[config.mk]
export PLATFORM = sky130hd
export DESIGN_NAME = lvmg_pick
export DESIGN_NICKNAME = d
export VERILOG_FILES = /design/src/hw/rtl/lvmg_pkg.sv /design/src/hw/rtl/lvmg_pick.sv
export SDC_FILE = /design/constraint.sdc
export NUM_CORES = 2
export LEC_CHECK = 0
export BUFFER_PORTS_ARGS = -buffer_cell sky130_fd_sc_hd__buf_2
export CAP_MARGIN = 20
export CELL_PAD_IN_SITES_DETAIL_PLACEMENT = 0
export CELL_PAD_IN_SITES_GLOBAL_PLACEMENT = 2
export CORE_ASPECT_RATIO = 0.9
export CORE_MARGIN = 4
export CORE_UTILIZATION = 25
export DETAILED_ROUTE_END_ITERATION = 8
export PLACE_DENSITY_LB_ADDON = 0.1
export SYNTH_ARGS = -nofsm -noshare
export SYNTH_HDL_FRONTEND = slang
export SYNTH_SLANG_ARGS = --single-unit
[constraint.sdc]
create_clock -name vclk -period 51.4
set_input_delay 2.57 -clock vclk [all_inputs]
set_output_delay 2.57 -clock vclk [all_outputs]
set_load 0.01 [all_outputs]
[src/hw/rtl/lvmg_pkg.sv]
// Package: shared types and constants of the label volume max grow block.
package lvmg_pkg;

  localparam int LABEL_W = 32;
  localparam logic [LABEL_W-1:0] FIXED_BIT = 32'h8000_0000;

  localparam logic CMD_VOXEL = 1'b0;
  localparam logic CMD_FLUSH = 1'b1;

  typedef enum logic [1:0] {
    REG_SIZE_X    = 2'd0,
    REG_SIZE_Y    = 2'd1,
    REG_SIZE_Z    = 2'd2,
    REG_PASS_MODE = 2'd3
  } reg_idx_t;

  typedef struct packed {
    logic               cmd;
    logic [LABEL_W-1:0] label;
  } in_t;

  typedef struct packed {
    logic [LABEL_W-1:0] new_label;
    logic               last;
  } out_t;

  // position of the voxel being computed
  typedef struct packed {
    logic [8:0]  x;
    logic [8:0]  y;
    logic [12:0] z;
    logic        last;
  } pos_t;

endpackage

[src/hw/rtl/lvmg_pick.sv]
// New label of one voxel from its window: bounds mask and maximum tree.
module lvmg_pick (
  input  logic [26:0][31:0] win,
  input  lvmg_pkg::pos_t    pos,
  input  logic [8:0]        sx,
  input  logic [8:0]        sy,
  input  logic [12:0]       sz,
  input  logic              mode,
  output logic [31:0]       label
);
  import lvmg_pkg::*;

  logic [2:0]  xv, yv, zv;
  logic [31:0] c;
  logic [31:0] t32 [32];
  logic [31:0] t16 [16];
  logic [31:0] t8  [8];
  logic [31:0] t4  [4];
  logic [31:0] t2  [2];
  logic [31:0] best;

  always_comb begin
    xv = {({1'b0, pos.x} + 10'd1) < {1'b0, sx}, 1'b1, pos.x != '0};
    yv = {({1'b0, pos.y} + 10'd1) < {1'b0, sy}, 1'b1, pos.y != '0};
    zv = {({1'b0, pos.z} + 14'd1) < {1'b0, sz}, 1'b1, pos.z != '0};
    for (int i = 0; i < 32; i++) begin
      t32[i] = '0;
      if (i < 27) begin
        if (zv[i/9] && yv[(i/3)%3] && xv[i%3] && !win[i][31]) t32[i] = win[i];
      end
    end
    for (int i = 0; i < 16; i++) t16[i] = (t32[2*i] > t32[2*i+1]) ? t32[2*i] : t32[2*i+1];
    for (int i = 0; i < 8; i++)  t8[i]  = (t16[2*i] > t16[2*i+1]) ? t16[2*i] : t16[2*i+1];
    for (int i = 0; i < 4; i++)  t4[i]  = (t8[2*i] > t8[2*i+1]) ? t8[2*i] : t8[2*i+1];
    for (int i = 0; i < 2; i++)  t2[i]  = (t4[2*i] > t4[2*i+1]) ? t4[2*i] : t4[2*i+1];
    best = (t2[0] > t2[1]) ? t2[0] : t2[1];

    // center is unfixed and in bounds, so the tree already covers it
    c = win[13];
    if (c == '0 || (c & FIXED_BIT) != '0) label = c;
    else if (mode) label = c | FIXED_BIT;
    else label = best;
  end

endmodule

==> results_dict.tcl <==
set metrics [dict create \
    globalRouteMet1Util 0.345 \
    crit_fanout 71 \
    grt_antenna_before_repair 96 \
    cp_data_arrival_time_ps 22810 \
    timing.critical_path.from_type "primary input" \
    clock_buffers 0 \
    post-route-cell-area_sq_mm 0.0428 \
    timing.max_cap.violations 0 \
    wirelength_mm 196 \
    maxSlewViolCount 0 \
    gr-usage-met3 0.0285 \
    grt_pass1_wl_mm 272 \
    drt_first_iter_violations 2649 \
    remaining_drc_errors 0 \
    grtUsageTotal 0.250 \
    dieWidth_microns 405 \
    final.fill_count 16000 \
    rows 130 \
    synthToLayoutAreaGrowth_pct 20.6 \
    cts_hold_buf 0 \
    leakagePower_nw 24.5 \
    chipHeight_microns 365 \
    timing_hold_violations_final 0 \
    path_common_cell "a21o_1" \
    min_period_over_period 0.494 \
    worst_slew_pin_slew_ps 1140 \
    post_synth_instance_area_sq_mm 0.0355 \
    crit_path_max_incr_delay_ps 970 \
    layout.sequential_cells 0 \
    vdd.ir_drop.worst_v 0.0000361 \
    timing.critical_path.required_ps 48830 \
    slew_headroom 0.218 \
    met2_usage 0.430 \
    detailedPlacementHpwl_mm 177 \
    post_drt_via_cell_ratio 5.04 \
    first_global_vias 39500 \
    criticalPathCategory "in2out" \
    crit_slowest_cell "mux2i_1" \
    globalRoute.totalOverflow 0 \
    drive_above_1_share 0.183 \
    buffer_ports.inserted 959 \
    drt-pass1-iter-count 6 \
    fmaxAchievable_mhz 39.4 \
    cts_post_setup_buffers_inserted 0 \
    wl_per_cell_microns 24.5 \
    cts_repair_resized_insts 0 \
    synth_seq_area_share 0 \
    route.vias.total 40200 \
    floorplan.initialDensity 0.253 \
    yosys_warnings 0 \
    routabilityCongestion 0.914 \
    worst_hold_slack_ps 5570 \
    antenna_left 0 \
    setup_tns_ps 0 \
    register_area_sq_um 0 \
    class_of_the_tightest_hold_or_removal_check "in2out" \
    setup_viol 0 \
    final_net_count 7890 \
    postSynthAreaPerCell_sq_um 6.74 \
    grt-busiest-layer "met2" \
    fp.coreArea_sq_mm 0.140 \
    period_needed_ps 25380 \
    power.density_mw_per_mm2 26.5 \
    netlist_instances 5265 \
    floorplan.die_area_sq_mm 0.148 \
    grt_setup_unrepaired "false" \
    run_status "finished, final reports clean" \
    ioPinCount 960 \
    maximum_number_of_pins_on_one_net_before_global_route_repair 72 \
    placement.cell_area_sq_mm 0.0427 \
    timing.critical_path.to_type "output port" \
    synth.lib_cells_used.distinct 67 \
]
power breakdown:
group | internal (W) | total, W | switching [W]
combinational | 0.000430 | 0.00113 | 0.000703
sequential | 0 | 0 | 0
clock | 0.0000000000682 | 0.0000000000685 | 0
metrics by stage:
step / utilization / power (W) / worst slack [ps] / instances
after detailed placement: 0.304 / 0.00113 / 26220 / 7946
after global placement: 0.304 / 0.00113 / 26200 / 7946
after CTS: 0.304 / 0.00114 / 26130 / 7946
after floorplan: - / 0.000747 / 29790 / 5313
after global routing: 0.304 / 0.00126 / 24580 / 7959
final: 0.305 / 0.00113 / 26020 / 7986
cell usage after synthesis, types with 5 or more instances:
library cell,n,area [sq um]
ha_1,861,10800
nand2_1,855,3210
inv_1,658,2470
mux2i_1,479,4790
a21o_1,260,1950
a21oi_1,234,1170
nand3_1,228,1140
nand4_1,224,1400
clkbuf_1,202,758
o21ai_0,201,1010
nor2_1,187,702
o21a_1,124,931
nor2b_1,106,663
and2_1,102,638
nand2b_1,81,507
a31oi_1,47,294
nor3_1,40,200
nor4_1,37,231
buf_1,34,128
o21ai_1,30,150
o211ai_1,24,180
o211a_1,23,230
xnor2_1,22,193
a221o_1,19,190
mux2_2,19,214
a211oi_1,18,135
or2_2,13,81.3
a2111oi_0,11,96.3
and4_1,11,96.3
and3_1,9,56.3
o22ai_1,9,56.3
a211o_1,8,70.1
a21boi_0,7,52.6
o221ai_1,6,52.6
o31ai_1,6,45.0
xor2_1,6,52.6
a22oi_1,5,37.5
worst paths after layout:
path                    from   endpoint  slack, ps  cells after the start
worst max-delay path  pos[2]  label[10]      26020                     81
worst min-delay path    mode  label[31]       5570                      4
metal layers:
metal  vias to the layer above  share of wire  wire (microns)
met5                         -         0.0013             257
li1                      20300              -               -
met1                     18700           0.47           91400
met3                       167          0.051            9970
met4                        40          0.014            2810
met2                      1069           0.47           91300
critical path, delay by kind of cell:
kind / cells / cell delay [ps]
AOI/OAI and AO/OA: 45 / 9120
xor gates and xnor gates: 1 / 160
adders and majority gates: 7 / 1920
buffers and inverters: 10 / 3350
muxes: 1 / 970
and+or+nand+nor: 17 / 4580
cell usage in the layout (no fill, tap or decap), types with 178 or more instances in the layout:
master | netlist | layout
a21o_1 | 260 | 258
a21oi_1 | 234 | 234
buf_2 | 0 | 959
ha_1 | 861 | 861
inv_1 | 658 | 658
mux2i_1 | 479 | 479
nand2_1 | 855 | 855
nand3_1 | 228 | 228
nand4_1 | 224 | 224
nor2_1 | 187 | 178
o21ai_0 | 201 | 199
cells by family (layout without fill, tap and decap cells):
kind of cell | Yosys count | after routing | share of synthesized area
AND/OR/NAND/NOR | 1910 | 1910 | 0.255
AO/OA/AOI/OAI | 1068 | 1068 | 0.197
buffers and inverters | 897 | 1683 | 0.0955
adder cells (fa/ha/maj) | 861 | 861 | 0.304
multiplexers | 499 | 499 | 0.141
XOR/XNOR | 28 | 28 | 0.00691
other | 2 | 89 | 0.000212
area by class of cell:
type | instances | area (sq um) | share of cell area
Antenna cell | 39 | 97.6 | 0.00228
Multi-Input combinational cell | 4416 | 32600 | 0.762
Timing Repair Buffer | 1025 | 5310 | 0.124
Tap cell | 1848 | 2310 | 0.0540
Inverter | 658 | 2470 | 0.0577
Power figures use the tool's default switching activity.
